$ cat src/rtl/sbt_pkg.sv
`timescale 1ns / 1ps
package sbt_pkg;

  localparam int MaxKeywordChars = 10;
  localparam int PositionBits = 16;
  localparam int MaxNestDepth = 255;
  localparam int KwCount = 24;
  localparam int QueueDepth = 4;

  typedef logic [PositionBits-1:0] pos_t;
  localparam pos_t PosMax = '1;

  typedef logic [$clog2(QueueDepth)-1:0] qptr_t;
  typedef logic [$clog2(QueueDepth+1)-1:0] qcnt_t;

  typedef enum logic [4:0] {
    M_NORMAL, M_SLASH, M_LINE, M_BLOCK, M_INT, M_DOT, M_FRAC, M_IDENT,
    M_STR, M_ESC, M_HASH, M_COLOR, M_MINUS, M_ASSIGN, M_BANG, M_LESS,
    M_GREATER
  } mode_t;

  localparam logic [5:0] K_END = 6'd0;
  localparam logic [5:0] K_ERROR = 6'd1;
  localparam logic [5:0] K_IDENT = 6'd2;
  localparam logic [5:0] K_INTEGER = 6'd3;
  localparam logic [5:0] K_FLOAT = 6'd4;
  localparam logic [5:0] K_STRBYTE = 6'd5;
  localparam logic [5:0] K_STREND = 6'd6;
  localparam logic [5:0] K_COLOR = 6'd7;
  localparam logic [5:0] K_KW0 = 6'd8;
  localparam logic [5:0] K_SINGLE0 = 6'd32;
  localparam logic [5:0] K_DOT = 6'd41;
  localparam logic [5:0] K_MINUS = 6'd43;
  localparam logic [5:0] K_SLASH = 6'd45;
  localparam logic [5:0] K_ARROW = 6'd47;
  localparam logic [5:0] K_ASSIGN = 6'd48;
  localparam logic [5:0] K_EQUAL = 6'd49;
  localparam logic [5:0] K_NOTEQ = 6'd50;
  localparam logic [5:0] K_LESS = 6'd51;
  localparam logic [5:0] K_LESSEQ = 6'd52;
  localparam logic [5:0] K_GREATER = 6'd53;
  localparam logic [5:0] K_GREATEREQ = 6'd54;
  localparam logic [5:0] K_HASH = 6'd55;

  localparam logic [2:0] E_NONE = 3'd0;
  localparam logic [2:0] E_UNEXPECTED = 3'd1;
  localparam logic [2:0] E_BANG = 3'd2;
  localparam logic [2:0] E_NEWLINE = 3'd3;
  localparam logic [2:0] E_ESC_END = 3'd4;
  localparam logic [2:0] E_BAD_ESC = 3'd5;
  localparam logic [2:0] E_UNTERM = 3'd6;
  localparam logic [2:0] E_COLOR = 3'd7;

  typedef struct packed {
    logic [5:0]  kind;
    logic [2:0]  err;
    logic [15:0] line;
    logic [15:0] col;
    logic [15:0] len;
    logic [31:0] value;
  } tok_t;

  // up to three tokens per byte and how many slots are in use
  typedef struct packed {
    logic [1:0] count;
    tok_t [2:0] tok;
  } group_t;

  typedef logic [MaxKeywordChars*8-1:0] kwbuf_t;

  function automatic logic [MaxKeywordChars*8-1:0] kw_text(input int k);
    case (k)
      0: kw_text = {8'd0, "retcarahc"};
      1: kw_text = "enecs";
      2: kw_text = "wohs";
      3: kw_text = "edih";
      4: kw_text = "yas";
      5: kw_text = "eciohc";
      6: kw_text = "fi";
      7: kw_text = "esle";
      8: kw_text = "otog";
      9: kw_text = "tiaw";
      10: kw_text = "yalp";
      11: kw_text = "pots";
      12: kw_text = "tes";
      13: kw_text = "eurt";
      14: kw_text = "eslaf";
      15: kw_text = "ta";
      16: kw_text = "dna";
      17: kw_text = "ro";
      18: kw_text = "ton";
      19: kw_text = "dnuorgkcab";
      20: kw_text = "cisum";
      21: kw_text = "dnuos";
      22: kw_text = "noitisnart";
      default: kw_text = "edaf";
    endcase
  endfunction

  function automatic logic [4:0] kw_len(input int k);
    case (k)
      0: kw_len = 5'd9;
      1, 14, 20, 21: kw_len = 5'd5;
      4, 12, 16, 18: kw_len = 5'd3;
      5: kw_len = 5'd6;
      6, 15, 17: kw_len = 5'd2;
      19, 22: kw_len = 5'd10;
      default: kw_len = 5'd4;
    endcase
  endfunction

  function automatic logic [15:0] sat16(input pos_t v);
    logic [31:0] w;
    w = 32'(v);
    sat16 = (w > 32'hFFFF) ? 16'hFFFF : w[15:0];
  endfunction

  function automatic logic [15:0] inc_len(input logic [15:0] v);
    inc_len = (v == 16'hFFFF) ? v : v + 16'd1;
  endfunction

  function automatic pos_t inc_pos(input pos_t v);
    inc_pos = (v == PosMax) ? v : v + pos_t'(1);
  endfunction

endpackage

$ cat src/rtl/sbt_front.sv
`timescale 1ns / 1ps
module sbt_front (
  input  logic               clk,
  input  logic               rst,
  input  logic               in_valid,
  input  logic [7:0]         in_byte,
  input  logic               in_end,
  output logic               in_ready,
  output logic               grp_valid,
  output sbt_pkg::group_t    grp,
  input  logic               grp_ready
);

  sbt_pkg::mode_t mode, mode_n;
  logic [7:0] depth, depth_n;
  logic [1:0] prev, prev_n;
  sbt_pkg::pos_t line, line_n, column, column_n, tcol, tcol_n, hcol, hcol_n;
  logic [15:0] len, len_n;
  logic [31:0] acc, acc_n;
  sbt_pkg::kwbuf_t ibuf, ibuf_n;
  sbt_pkg::group_t g;
  logic take;

  logic [7:0] b;
  logic dig, alp, idc, absorbed;
  logic [4:0] hv;
  logic [63:0] prod;
  logic [7:0] d;
  logic [5:0] ikind;
  sbt_pkg::pos_t nl;
  logic [15:0] l16, c16, t16, h16, n16;

  assign in_ready = !grp_valid || grp_ready;
  assign take = in_valid && in_ready;

  always_comb begin
    b = in_byte;
    dig = b inside {["0":"9"]};
    alp = b inside {["a":"z"], ["A":"Z"]};
    idc = alp || dig || b == "_";
    if (dig) hv = {1'b0, b[3:0]};
    else if (b inside {["a":"f"], ["A":"F"]}) hv = 5'(b[2:0]) + 5'd9;
    else hv = 5'd16;
    prod = {32'd0, acc} * 64'd10 + 64'(b - "0");
  end

  always_comb begin
    ikind = sbt_pkg::K_IDENT;
    for (int k = sbt_pkg::KwCount - 1; k >= 0; k--) begin
      if (16'(sbt_pkg::kw_len(k)) == len && 32'(sbt_pkg::kw_len(k)) <= sbt_pkg::MaxKeywordChars
          && (ibuf & ((sbt_pkg::kwbuf_t'(1) << (8 * sbt_pkg::kw_len(k))) - 1'b1))
             == sbt_pkg::kw_text(k))
        ikind = sbt_pkg::K_KW0 + 6'(k);
    end
  end

  always_comb begin
    mode_n = mode; depth_n = depth; prev_n = prev; line_n = line; column_n = column;
    tcol_n = tcol; hcol_n = hcol; len_n = len; acc_n = acc; ibuf_n = ibuf;
    g = '0;
    absorbed = 1'b0;
    d = 8'd0;
    nl = (b == 8'h0A) ? sbt_pkg::inc_pos(line) : line;
    l16 = sbt_pkg::sat16(line);
    c16 = sbt_pkg::sat16(column);
    t16 = sbt_pkg::sat16(tcol);
    h16 = sbt_pkg::sat16(hcol);
    n16 = len;

    if (!in_end) begin
      absorbed = 1'b0;
      case (mode)
        sbt_pkg::M_SLASH: begin
          if (b == "/") begin mode_n = sbt_pkg::M_LINE; absorbed = 1'b1; end
          else if (b == "*") begin
            mode_n = sbt_pkg::M_BLOCK; depth_n = 8'd1; prev_n = 2'd0; absorbed = 1'b1;
          end
        end
        sbt_pkg::M_LINE: begin
          if (b == 8'h0A) mode_n = sbt_pkg::M_NORMAL;
          else absorbed = 1'b1;
        end
        sbt_pkg::M_BLOCK: begin
          absorbed = 1'b1;
          if (prev == 2'd1 && b == "*") begin
            if (32'(depth) < sbt_pkg::MaxNestDepth) depth_n = depth + 8'd1;
            prev_n = 2'd0;
          end else if (prev == 2'd2 && b == "/") begin
            prev_n = 2'd0;
            if (depth != 0) depth_n = depth - 8'd1;
            if (depth <= 8'd1) mode_n = sbt_pkg::M_NORMAL;
          end else prev_n = (b == "/") ? 2'd1 : (b == "*") ? 2'd2 : 2'd0;
        end
        sbt_pkg::M_INT: begin
          if (dig) begin
            acc_n = (prod > 64'd2147483647) ? 32'd2147483647 : prod[31:0];
            len_n = sbt_pkg::inc_len(len); absorbed = 1'b1;
          end else if (b == ".") begin
            mode_n = sbt_pkg::M_DOT; hcol_n = column; absorbed = 1'b1;
          end
        end
        sbt_pkg::M_DOT: if (dig) begin
          mode_n = sbt_pkg::M_FRAC; len_n = sbt_pkg::inc_len(sbt_pkg::inc_len(len));
          absorbed = 1'b1;
        end
        sbt_pkg::M_FRAC: if (dig) begin len_n = sbt_pkg::inc_len(len); absorbed = 1'b1; end
        sbt_pkg::M_IDENT: if (idc) begin
          for (int i = 0; i < sbt_pkg::MaxKeywordChars; i++)
            if (32'(len) == i) ibuf_n[i*8 +: 8] = b;
          len_n = sbt_pkg::inc_len(len); absorbed = 1'b1;
        end
        sbt_pkg::M_STR: begin
          if (b == 8'h0A) begin
            g.count = 2'd1;
            g.tok[0] = '{sbt_pkg::K_ERROR, sbt_pkg::E_NEWLINE, l16, t16, len, 32'd0};
            mode_n = sbt_pkg::M_NORMAL;
          end else begin
            absorbed = 1'b1;
            len_n = sbt_pkg::inc_len(len);
            if (b == "\"") begin
              g.count = 2'd1;
              g.tok[0] = '{sbt_pkg::K_STREND, sbt_pkg::E_NONE, l16, t16, len_n, 32'd0};
              mode_n = sbt_pkg::M_NORMAL;
            end else if (b == "\\") begin
              mode_n = sbt_pkg::M_ESC; hcol_n = column;
            end else begin
              g.count = 2'd1;
              g.tok[0] = '{sbt_pkg::K_STRBYTE, sbt_pkg::E_NONE, l16, c16, 16'd1, 32'(b)};
            end
          end
        end
        sbt_pkg::M_ESC: begin
          absorbed = 1'b1;
          len_n = sbt_pkg::inc_len(len);
          g.count = 2'd1;
          case (b)
            "n": d = 8'd10;
            "r": d = 8'd13;
            "t": d = 8'd9;
            "\\", "\"": d = b;
            default: d = 8'd0;
          endcase
          if (d != 0) begin
            g.tok[0] = '{sbt_pkg::K_STRBYTE, sbt_pkg::E_NONE, l16, h16, 16'd2, 32'(d)};
            mode_n = sbt_pkg::M_STR;
          end else begin
            g.tok[0] = '{sbt_pkg::K_ERROR, sbt_pkg::E_BAD_ESC, sbt_pkg::sat16(nl), t16,
                         len_n, 32'd0};
            mode_n = sbt_pkg::M_NORMAL;
          end
        end
        sbt_pkg::M_HASH, sbt_pkg::M_COLOR: if (hv < 5'd16) begin
          mode_n = sbt_pkg::M_COLOR;
          acc_n = {acc[27:0], hv[3:0]};
          len_n = sbt_pkg::inc_len(len); absorbed = 1'b1;
        end
        sbt_pkg::M_MINUS, sbt_pkg::M_ASSIGN, sbt_pkg::M_BANG, sbt_pkg::M_LESS,
        sbt_pkg::M_GREATER: begin
          if (b == ((mode == sbt_pkg::M_MINUS) ? ">" : "=")) begin
            absorbed = 1'b1;
            g.count = 2'd1;
            g.tok[0] = '{sbt_pkg::K_ERROR, sbt_pkg::E_NONE, l16, t16, 16'd2, 32'd0};
            case (mode)
              sbt_pkg::M_MINUS: g.tok[0].kind = sbt_pkg::K_ARROW;
              sbt_pkg::M_ASSIGN: g.tok[0].kind = sbt_pkg::K_EQUAL;
              sbt_pkg::M_BANG: g.tok[0].kind = sbt_pkg::K_NOTEQ;
              sbt_pkg::M_LESS: g.tok[0].kind = sbt_pkg::K_LESSEQ;
              default: g.tok[0].kind = sbt_pkg::K_GREATEREQ;
            endcase
            mode_n = sbt_pkg::M_NORMAL;
          end
        end
        default: mode_n = sbt_pkg::M_NORMAL;
      endcase
    end

    if (in_end || !absorbed) begin
      // flush the pending token; g.count is 0 or 1 here (newline in string)
      case (mode)
        sbt_pkg::M_SLASH: begin
          g.tok[g.count] = '{sbt_pkg::K_SLASH, sbt_pkg::E_NONE, l16, t16, 16'd1, 32'd0};
          g.count++;
        end
        sbt_pkg::M_INT: begin
          g.tok[g.count] = '{sbt_pkg::K_INTEGER, sbt_pkg::E_NONE, l16, t16, n16, acc};
          g.count++;
        end
        sbt_pkg::M_DOT: begin
          g.tok[0] = '{sbt_pkg::K_INTEGER, sbt_pkg::E_NONE, l16, t16, n16, acc};
          g.tok[1] = '{sbt_pkg::K_DOT, sbt_pkg::E_NONE, l16, h16, 16'd1, 32'd0};
          g.count = 2'd2;
        end
        sbt_pkg::M_FRAC: begin
          g.tok[0] = '{sbt_pkg::K_FLOAT, sbt_pkg::E_NONE, l16, t16, n16, 32'd0};
          g.count = 2'd1;
        end
        sbt_pkg::M_IDENT: begin
          g.tok[0] = '{ikind, sbt_pkg::E_NONE, l16, t16, n16, 32'd0};
          g.count = 2'd1;
        end
        sbt_pkg::M_STR: if (in_end) begin
          g.tok[0] = '{sbt_pkg::K_ERROR, sbt_pkg::E_UNTERM, l16, t16, n16, 32'd0};
          g.count = 2'd1;
        end
        sbt_pkg::M_ESC: begin
          g.tok[0] = '{sbt_pkg::K_ERROR, sbt_pkg::E_ESC_END, l16, t16, n16, 32'd0};
          g.count = 2'd1;
        end
        sbt_pkg::M_HASH: begin
          g.tok[0] = '{sbt_pkg::K_HASH, sbt_pkg::E_NONE, l16, t16, 16'd1, 32'd0};
          g.count = 2'd1;
        end
        sbt_pkg::M_COLOR: begin
          if (n16 == 16'd4 || n16 == 16'd5 || n16 == 16'd7 || n16 == 16'd9)
            g.tok[0] = '{sbt_pkg::K_COLOR, sbt_pkg::E_NONE, l16, t16, n16, acc};
          else
            g.tok[0] = '{sbt_pkg::K_ERROR, sbt_pkg::E_COLOR, l16, t16, n16, 32'd0};
          g.count = 2'd1;
        end
        sbt_pkg::M_MINUS: begin
          g.tok[0] = '{sbt_pkg::K_MINUS, sbt_pkg::E_NONE, l16, t16, 16'd1, 32'd0};
          g.count = 2'd1;
        end
        sbt_pkg::M_ASSIGN: begin
          g.tok[0] = '{sbt_pkg::K_ASSIGN, sbt_pkg::E_NONE, l16, t16, 16'd1, 32'd0};
          g.count = 2'd1;
        end
        sbt_pkg::M_BANG: begin
          g.tok[0] = '{sbt_pkg::K_ERROR, sbt_pkg::E_BANG, l16, t16, 16'd1, 32'd0};
          g.count = 2'd1;
        end
        sbt_pkg::M_LESS: begin
          g.tok[0] = '{sbt_pkg::K_LESS, sbt_pkg::E_NONE, l16, t16, 16'd1, 32'd0};
          g.count = 2'd1;
        end
        sbt_pkg::M_GREATER: begin
          g.tok[0] = '{sbt_pkg::K_GREATER, sbt_pkg::E_NONE, l16, t16, 16'd1, 32'd0};
          g.count = 2'd1;
        end
        default: ;
      endcase

      if (in_end) begin
        g.tok[g.count] = '{sbt_pkg::K_END, sbt_pkg::E_NONE, l16, c16, 16'd0, 32'd0};
        g.count++;
        mode_n = sbt_pkg::M_NORMAL; depth_n = '0; prev_n = '0;
        line_n = sbt_pkg::pos_t'(1);
        column_n = sbt_pkg::pos_t'(1); tcol_n = sbt_pkg::pos_t'(1); len_n = '0; acc_n = '0;
        hcol_n = sbt_pkg::pos_t'(1);
      end else begin
        // start a new token with this byte
        mode_n = sbt_pkg::M_NORMAL;
        tcol_n = column; len_n = 16'd1; acc_n = '0;
        if (b inside {8'h20, 8'h0D, 8'h09, 8'h0A}) ;
        else if (b == "/") mode_n = sbt_pkg::M_SLASH;
        else if (dig) begin mode_n = sbt_pkg::M_INT; acc_n = 32'(b - "0"); end
        else if (alp || b == "_") begin mode_n = sbt_pkg::M_IDENT; ibuf_n[7:0] = b; end
        else if (b == "\"") mode_n = sbt_pkg::M_STR;
        else if (b == "#") mode_n = sbt_pkg::M_HASH;
        else if (b == "-") mode_n = sbt_pkg::M_MINUS;
        else if (b == "=") mode_n = sbt_pkg::M_ASSIGN;
        else if (b == "!") mode_n = sbt_pkg::M_BANG;
        else if (b == "<") mode_n = sbt_pkg::M_LESS;
        else if (b == ">") mode_n = sbt_pkg::M_GREATER;
        else begin
          g.tok[g.count] = '{sbt_pkg::K_ERROR, sbt_pkg::E_UNEXPECTED, l16, c16, 16'd1, 32'd0};
          case (b)
            "(": g.tok[g.count].kind = sbt_pkg::K_SINGLE0;
            ")": g.tok[g.count].kind = sbt_pkg::K_SINGLE0 + 6'd1;
            "{": g.tok[g.count].kind = sbt_pkg::K_SINGLE0 + 6'd2;
            "}": g.tok[g.count].kind = sbt_pkg::K_SINGLE0 + 6'd3;
            "[": g.tok[g.count].kind = sbt_pkg::K_SINGLE0 + 6'd4;
            "]": g.tok[g.count].kind = sbt_pkg::K_SINGLE0 + 6'd5;
            ",": g.tok[g.count].kind = sbt_pkg::K_SINGLE0 + 6'd6;
            ":": g.tok[g.count].kind = sbt_pkg::K_SINGLE0 + 6'd7;
            ";": g.tok[g.count].kind = sbt_pkg::K_SINGLE0 + 6'd8;
            ".": g.tok[g.count].kind = sbt_pkg::K_DOT;
            "+": g.tok[g.count].kind = sbt_pkg::K_SINGLE0 + 6'd10;
            "*": g.tok[g.count].kind = sbt_pkg::K_SINGLE0 + 6'd12;
            "%": g.tok[g.count].kind = sbt_pkg::K_SINGLE0 + 6'd14;
            default: ;
          endcase
          if (g.tok[g.count].kind != sbt_pkg::K_ERROR) g.tok[g.count].err = sbt_pkg::E_NONE;
          g.count++;
        end
      end
    end
    if (!in_end) begin
      line_n = nl;
      column_n = (b == 8'h0A) ? sbt_pkg::pos_t'(1) : sbt_pkg::inc_pos(column);
    end
  end

  always_ff @(posedge clk) begin
    if (rst) begin
      mode <= sbt_pkg::M_NORMAL; depth <= '0; prev <= '0; line <= sbt_pkg::pos_t'(1);
      column <= sbt_pkg::pos_t'(1); tcol <= sbt_pkg::pos_t'(1); hcol <= sbt_pkg::pos_t'(1);
      len <= '0; acc <= '0;
      grp_valid <= 1'b0;
    end else begin
      if (take) begin
        mode <= mode_n; depth <= depth_n; prev <= prev_n; line <= line_n;
        column <= column_n; tcol <= tcol_n; hcol <= hcol_n; len <= len_n; acc <= acc_n;
        grp_valid <= (g.count != 0);
      end else if (grp_ready) grp_valid <= 1'b0;
    end
  end

  always_ff @(posedge clk) begin
    if (take) begin
      ibuf <= ibuf_n;
      grp <= g;
    end
  end

endmodule

$ cat src/rtl/sbt_back.sv
`timescale 1ns / 1ps
// queue of token groups, serialised one token per cycle while out_ready is high
module sbt_back (
  input  logic             clk,
  input  logic             rst,
  input  logic             grp_valid,
  input  sbt_pkg::group_t  grp,
  output logic             grp_ready,
  output logic             out_valid,
  output sbt_pkg::tok_t    out_tok,
  output logic             out_last,
  input  logic             out_ready
);

  sbt_pkg::group_t q [sbt_pkg::QueueDepth];
  sbt_pkg::qptr_t wp, rp;
  sbt_pkg::qcnt_t cnt;
  logic [1:0] sub;
  logic push, pop;

  assign grp_ready = cnt < sbt_pkg::qcnt_t'(sbt_pkg::QueueDepth) || pop;
  assign push = grp_valid && grp_ready;
  assign out_valid = cnt != 0;
  assign out_tok = q[rp].tok[sub];
  assign out_last = (sub + 2'd1) == q[rp].count;
  assign pop = out_valid && out_ready && out_last;

  always_ff @(posedge clk) begin
    if (push) q[wp] <= grp;
  end

  always_ff @(posedge clk) begin
    if (rst) begin
      wp <= '0; rp <= '0; cnt <= '0; sub <= '0;
    end else begin
      if (push) wp <= wp + sbt_pkg::qptr_t'(1);
      if (pop) rp <= rp + sbt_pkg::qptr_t'(1);
      cnt <= cnt + sbt_pkg::qcnt_t'(push) - sbt_pkg::qcnt_t'(pop);
      if (out_valid && out_ready) sub <= out_last ? 2'd0 : sub + 2'd1;
    end
  end

endmodule

$ cat src/rtl/script_byte_tokenizer.sv
`timescale 1ns / 1ps
// Byte-stream tokenizer.
// s_axis: one source byte per item; tdata[7:0] = byte, tuser = end of source.
// m_axis: one token per item; tdata carries kind, error, line, column,
//   length and value; tlast marks the final token caused by one input item.
// A token passes the scanner's group register and then the queue.
// Throughput: one byte per cycle while the output drains; one byte can
//   release up to three tokens, which leave one per cycle from a
//   four-group queue between the scanner and the output side.
// When the receiver stalls the queue fills and s_axis_tready drops.
// The scanner's state (mode, accumulator, positions) is registered per byte.
// Reset returns to normal scanning at line 1, column 1 and empties the queue.
// End of source flushes the pending token, emits an END token, and returns
// the scanner to its reset state.
module script_byte_tokenizer (
  input  logic         clk,
  input  logic         rst,
  input  logic         s_axis_tvalid,
  output logic         s_axis_tready,
  input  logic [7:0]   s_axis_tdata,   // source_byte
  input  logic         s_axis_tuser,   // end_of_source
  output logic         m_axis_tvalid,
  input  logic         m_axis_tready,
  // kind[5:0] error[8:6] line[24:9] column[40:25] length[56:41] value[88:57]
  output logic [95:0]  m_axis_tdata,
  output logic         m_axis_tlast    // last_result
);

  logic grp_valid, grp_ready;
  sbt_pkg::group_t grp;
  sbt_pkg::tok_t tok;

  sbt_front u_front (
    .clk, .rst, .in_valid(s_axis_tvalid), .in_byte(s_axis_tdata),
    .in_end(s_axis_tuser), .in_ready(s_axis_tready),
    .grp_valid, .grp, .grp_ready
  );

  sbt_back u_back (
    .clk, .rst, .grp_valid, .grp, .grp_ready,
    .out_valid(m_axis_tvalid), .out_tok(tok), .out_last(m_axis_tlast),
    .out_ready(m_axis_tready)
  );

  assign m_axis_tdata = {7'd0, tok.value, tok.len, tok.col, tok.line, tok.err, tok.kind};

endmodule

$ cat config.mk
export PLATFORM = sky130hd
export DESIGN_NAME = script_byte_tokenizer
export DESIGN_NICKNAME = d
export VERILOG_FILES = /design/src/rtl/sbt_pkg.sv /design/src/rtl/sbt_front.sv /design/src/rtl/sbt_back.sv /design/src/rtl/script_byte_tokenizer.sv
export SDC_FILE = /design/constraint.sdc
export NUM_CORES = 2
export LEC_CHECK = 0
export ABC_AREA = 1
export CORE_MARGIN = 2
export CORE_UTILIZATION = 50
export DETAILED_ROUTE_END_ITERATION = 16
export DONT_BUFFER_PORTS = 1
export PLACE_DENSITY = 0.65
export SETUP_SLACK_MARGIN = 0.2
export SLEW_MARGIN = 30
export SYNTH_ARGS = -nofsm -noshare
export SYNTH_HDL_FRONTEND = slang
export SYNTH_SLANG_ARGS = --single-unit
$ cat constraint.sdc
create_clock -name clk -period 13.4 [get_ports clk]
set_clock_uncertainty 0.1 [all_clocks]
set_input_delay 2.68 -clock clk [delete_from_list [all_inputs] [get_ports clk]]
set_output_delay 2.68 -clock clk [all_outputs]
set_load 0.03 [all_outputs]
---- Yosys cells after proc, flatten, opt, wreduce, memory -nomap -nowiden ----
Memory sizes are Yosys's and may differ from the RTL's. A register that Yosys moved wholly into a read port is not among the register bits.
Cells that the tools add are included.
cells by class
  equal/unequal tests ..................... 113
  multiply operators ...................... 1
  bitwise gates (word level) .............. 1
  magnitude comparators ................... 18
  multiplexer cells ....................... 229
  reduce and logical (&&, ||, !) cells .... 84
  $add $sub $neg .......................... 17
operator list
  cell                    number
  $bwmux W267             18
  $mux W267               14
  $mux W269               13
  $pmux W267 S13          1
  $pmux W89 S14           1
  $mux W89                13
  $demux W89 S2           4
  $pmux W89 S3            2
  $mux W16                25
  $bmux W89 S2            2
  $eq A32 B31 Y1 const B  9
  $mux W32                9
  $mux W86                3
  $pmux W89 S2            1
  $mux W8                 21
  $eq A40 B39 Y1 const B  4
  $eq A80 B79 Y1 const B  2
  $mux W5                 31
  $eq A8 B6 Y1 const B    18
  $mux W6                 23
  $eq A24 B23 Y1 const B  4
  $pmux W16 S6            1
  $mux W83                1
  $eq A72 B71 Y1 const B  1
  other kinds (80)        242
word-level totals
  logic and storage cells ................. 507
  input port bits ......................... 13
  bits in writable memories ............... 1076
  memories ................................ 1
  flip-flop bits (word level) ............. 486
memories
  name      depth  bits a word  rd ports  clocked after memory_dff  write ports  line            RTL
  u_back.q  4      269          1         1                         1            sbt_back.sv:15  sbt_pkg::group_t q [sbt_pkg::QueueDepth];

---- Depth between registers and ports, before layout ----
  word-level depth ........................ 63
  gate-level depth with buffers ........... 35
  gate-level depth less buffers ........... 35

---- Cells and area by module ----
A second synthesis with hierarchy kept.
unflattened totals
  cells, all modules ...................... 6602
  area, all modules ....................... 69399.1 um^2
by module, submodules not included
  module                 times used  cells each  area an instance (um^2)  sequential area each (um^2)
  sbt_back               1           3077        41728.8                  32531.2
  sbt_front              1           3517        27614.0                  11451.0
  script_byte_tokenizer  1           8           56.3                     0.0

---- Worst setup path before layout ----
OpenSTA, ideal clock, no wires.
  path type ............................... in2reg
  from .................................... input port m_axis_tready
  to ...................................... memory u_back.q[0][0] in the netlist's numbering (enable)
  buffers on the path ..................... 0
  setup time .............................. 797 ps
  slack ................................... 275 ps
  data required time ...................... 12503 ps
  stages .................................. 6
  arrival ................................. 12228 ps
  path through ............................ nand2_1 inv_1 nand2_1 nand2_1 nand2_1 nor2_1
on the way
  word-level cells in the longest chain between the ends .. 6
RTL lines
  element                           line                         RTL
  start: declaration                script_byte_tokenizer.sv:23  input logic m_axis_tready,
  $logic_and A1 B1 Y1 (2 in a row)  sbt_back.sv:26               assign pop = out_valid && out_ready && out_last;
  $logic_or A1 B1 Y1                sbt_back.sv:21               assign grp_ready = cnt < sbt_pkg::qcnt_t'(sbt_pkg::QueueDepth) || pop;
  $logic_and A1 B1 Y1               sbt_back.sv:22               assign push = grp_valid && grp_ready;
  $mux W1                           sbt_back.sv:29               if (push) q[wp] <= grp;
  $mux W1 (implied by the code)     sbt_back.sv:29
  end: declaration                  sbt_back.sv:15
No other way between the ends.

==> results.tsv <==
metric	value	unit
Syn Area/Cell	10.4	um^2
time the worst path needs with I/O delays and setup	7.89	ns
commonest cells in the netlist	edfxtp_1, nor2_1, nand2_1	
pins over their slew limit	0	
headroom to the max-slew limit	31.2	%
CP startpoint kind	flop	
Setup Buffers After CTS	0	
met2 Track Usage GR	40.3	%
Post-Layout Cell Count	7506	
sequential area share after synthesis	62.4	%
switch share	33.0	%
dpl cells	7253	
Fin Setup TNS	0	ns
Post-synth ARST share	0	%
final setup fails	0	
io pins	112	
clock buffer depth	3	
Synth area leaders	edfxtp_1, o21ai_0, nor2_1	
Psw	3640	uW
clk_lat worst skew	0.78	ns
WL/cell	22.3	um
Int Pwr	7400	uW
Hold Path Class	reg2reg	
Die X	351	um
total power divided by cell area	166	nW/um^2
sequential standard cell area	37600	um^2
FF+latch count, synth	1299	
placer congestion estimate	0.977	
overall routing resource usage	26.8	%
Synth top area share	57.8	%
Multi-input gate area	20000	um^2
final core occ	55.5	%
CTS tree	built	
Distinct cells, synth	73	
arrival time worst endpoint	5.11	ns
status	finished, final reports clean	
Flop pwr share	43.9	%
Cell Area, Synth	60300	um^2
maxcap violations	0	
Final HPWL DP	103000	um
number of remaining DRC errors	0	
Cells after Synth	5818	
DR vias	44300	
fmax	127	MHz
Leak Pwr	0.0236	uW
via/cell ratio	5.90	
Post-synth EDFFs	1160	
Setup crit end kind	output port	
Worst Path Required	10.62	ns
root buf cell	clkbuf_16	
vias in the first global route	41500	
Detailed Route Iter0 Violations	4814	
top_reg_cell synth	edfxtp_1	
# hold bufs at CTS	0	
initial core utilization	50.3	%
count leader, synth	edfxtp_1	
CORE AREA	120000	um^2
I/O Buffers	0	
Antenna Violating Nets Remaining	0	
Post-CTS Resized	0	
CP Class	reg2out	
share of layout cells above drive strength 1	6.09	%
die area	123000	um^2
largest net degree at the start of global routing	239	
initial antenna violation count	2	
area growth from synthesis to layout	10.3	%
leading area contributor after synthesis	edfxtp_1	
measured slew at the worst slew-check pin	1.03	ns
H-tree Lvls	4	
Routed WL	167000	um
RSZ-0062 raised after global routing	no	
clock share of power	33.4	%
period utilisation layout	58.9	%
Antenna diodes	0	
dpl ws	5.99	ns
first-pass GRT wire length	252000	um
CTS sink cnt	1299	
nets@finish	5926	
Synthesis Warnings	0	
Worst Path Max Fanout	187	
Fill cells	10200	
total global routing overflow	0	
Inserted Clock Buffers	137	
Reg2Reg Setup Slack	6.37	ns
Site Rows	127	
Top Usage Layer GRT	met2	
IR drop worst, VDD	0.172	mV
grt met1 use	39.0	%
met3 GRT Util	6.08	%
worst hold margin	0.364	ns
DR pass1 iterations	8	
Gate power share	22.7	%
setup ws final	5.51	ns
Reg clk slew, reported paths	0.06	ns
Die Ht	351	um
Final Hold Viols	0	
## final timing paths
kind | depth (start not counted) | end | start
min reg2reg | 2 | u_front.t16[12] | u_front.t16[12]
max | 6 | m_axis_tdata[67] | flop
min | 2 | u_front.t16[12] | u_front.t16[12]
max reg2reg | 15 | u_front.h16[1] | flop
## cell type report
class / count / share of cell area, %
Multi-Input combinational cell: 3805 / 30.1
Inverter: 480 / 2.75
Tap cell: 1612 / 3.04
Clock buffer: 190 / 5.81
Sequential cell: 1299 / 56.6
Clock inverter: 60 / 0.776
Timing Repair Buffer: 60 / 0.919
## logic make-up after synthesis
family / synth area share, %
adder cells (fa/ha/maj): 2.74
buffers and inverters: 4.94
AND/OR/NAND/NOR: 14.5
other: 0.00622
XOR/XNOR: 1.45
flip-flops: 62.4
AO/OA/AOI/OAI: 13.9
## metrics by stage
step                      power (uW)  area [um^2]
after floorplan                 6680        60500
after global placement          7390        61900
after detailed placement        7410        62000
after CTS                      11100        66400
after global routing           11500        66400
final                          11000        66400
## layout by cell type, fill, tap and decap left out, types with 14 or more instances in the layout
| cell type | count |
|---|---|
| o211ai_1 | 14 |
| a22oi_1 | 21 |
| clkinv_2 | 17 |
| edfxtp_1 | 1160 |
| conb_1 | 54 |
| nor2_2 | 14 |
| xor2_1 | 73 |
| ha_1 | 127 |
| buf_4 | 47 |
| nor2_1 | 839 |
| nand3_1 | 169 |
| a22o_1 | 47 |
| nor2_4 | 14 |
| nand4_1 | 92 |
| o22ai_1 | 267 |
| a31oi_1 | 23 |
| nor4_1 | 32 |
| clkbuf_16 | 145 |
| nand2_1 | 739 |
| clkinv_1 | 32 |
| dfxtp_1 | 137 |
| o21ai_0 | 676 |
| a21oi_1 | 243 |
| nor3_2 | 15 |
| o21ai_1 | 25 |
| nor3_1 | 121 |
| clkbuf_1 | 39 |
| xnor2_1 | 27 |
| inv_1 | 443 |
| inv_2 | 24 |
## layer usage
| metal | up-vias | routed length, um |
|---|---|---|
| met5 | - | 29 |
| met4 | 4 | 4080 |
| met3 | 293 | 15700 |
| met2 | 1860 | 73400 |
| met1 | 21400 | 73900 |
| li1 | 20700 | - |
## power by group through the flow
stage                     Sequential (uW)  Combinational (uW)  Clock [uW]
after floorplan                      4930                1750           0
after global placement               4920                2470           0
after detailed placement             4930                2490           0
after CTS                            4840                2490        3740
after global routing                 4860                2700        3910
final                                4840                2510        3690
## critical path: stages (launching register included)
cell and delay (ns):
dfxtp_4 0.91, buf_12 0.59, buf_4 0.82, buf_4 0.80, o21ai_0 0.20, o22ai_1 0.40
a22o_1 0.50
## flip-flops by register name (all words and copies together) (netlist names), named ones only
register / flops
u_back.wp: 2
u_back.rp: 2
u_front.mode: 5
u_front.l16: 16
u_front.prev: 2
u_front.c16: 16
u_back.cnt: 3
u_front.h16: 16
u_back.q: 864
u_back.sub: 2
u_front.len: 16
u_front.ibuf: 80
u_front.t16: 16
u_front.grp: 216
u_front.depth: 8
u_front.grp_valid: 1
u_front.acc: 32
Note: power is estimated with default switching activity, not from simulation.
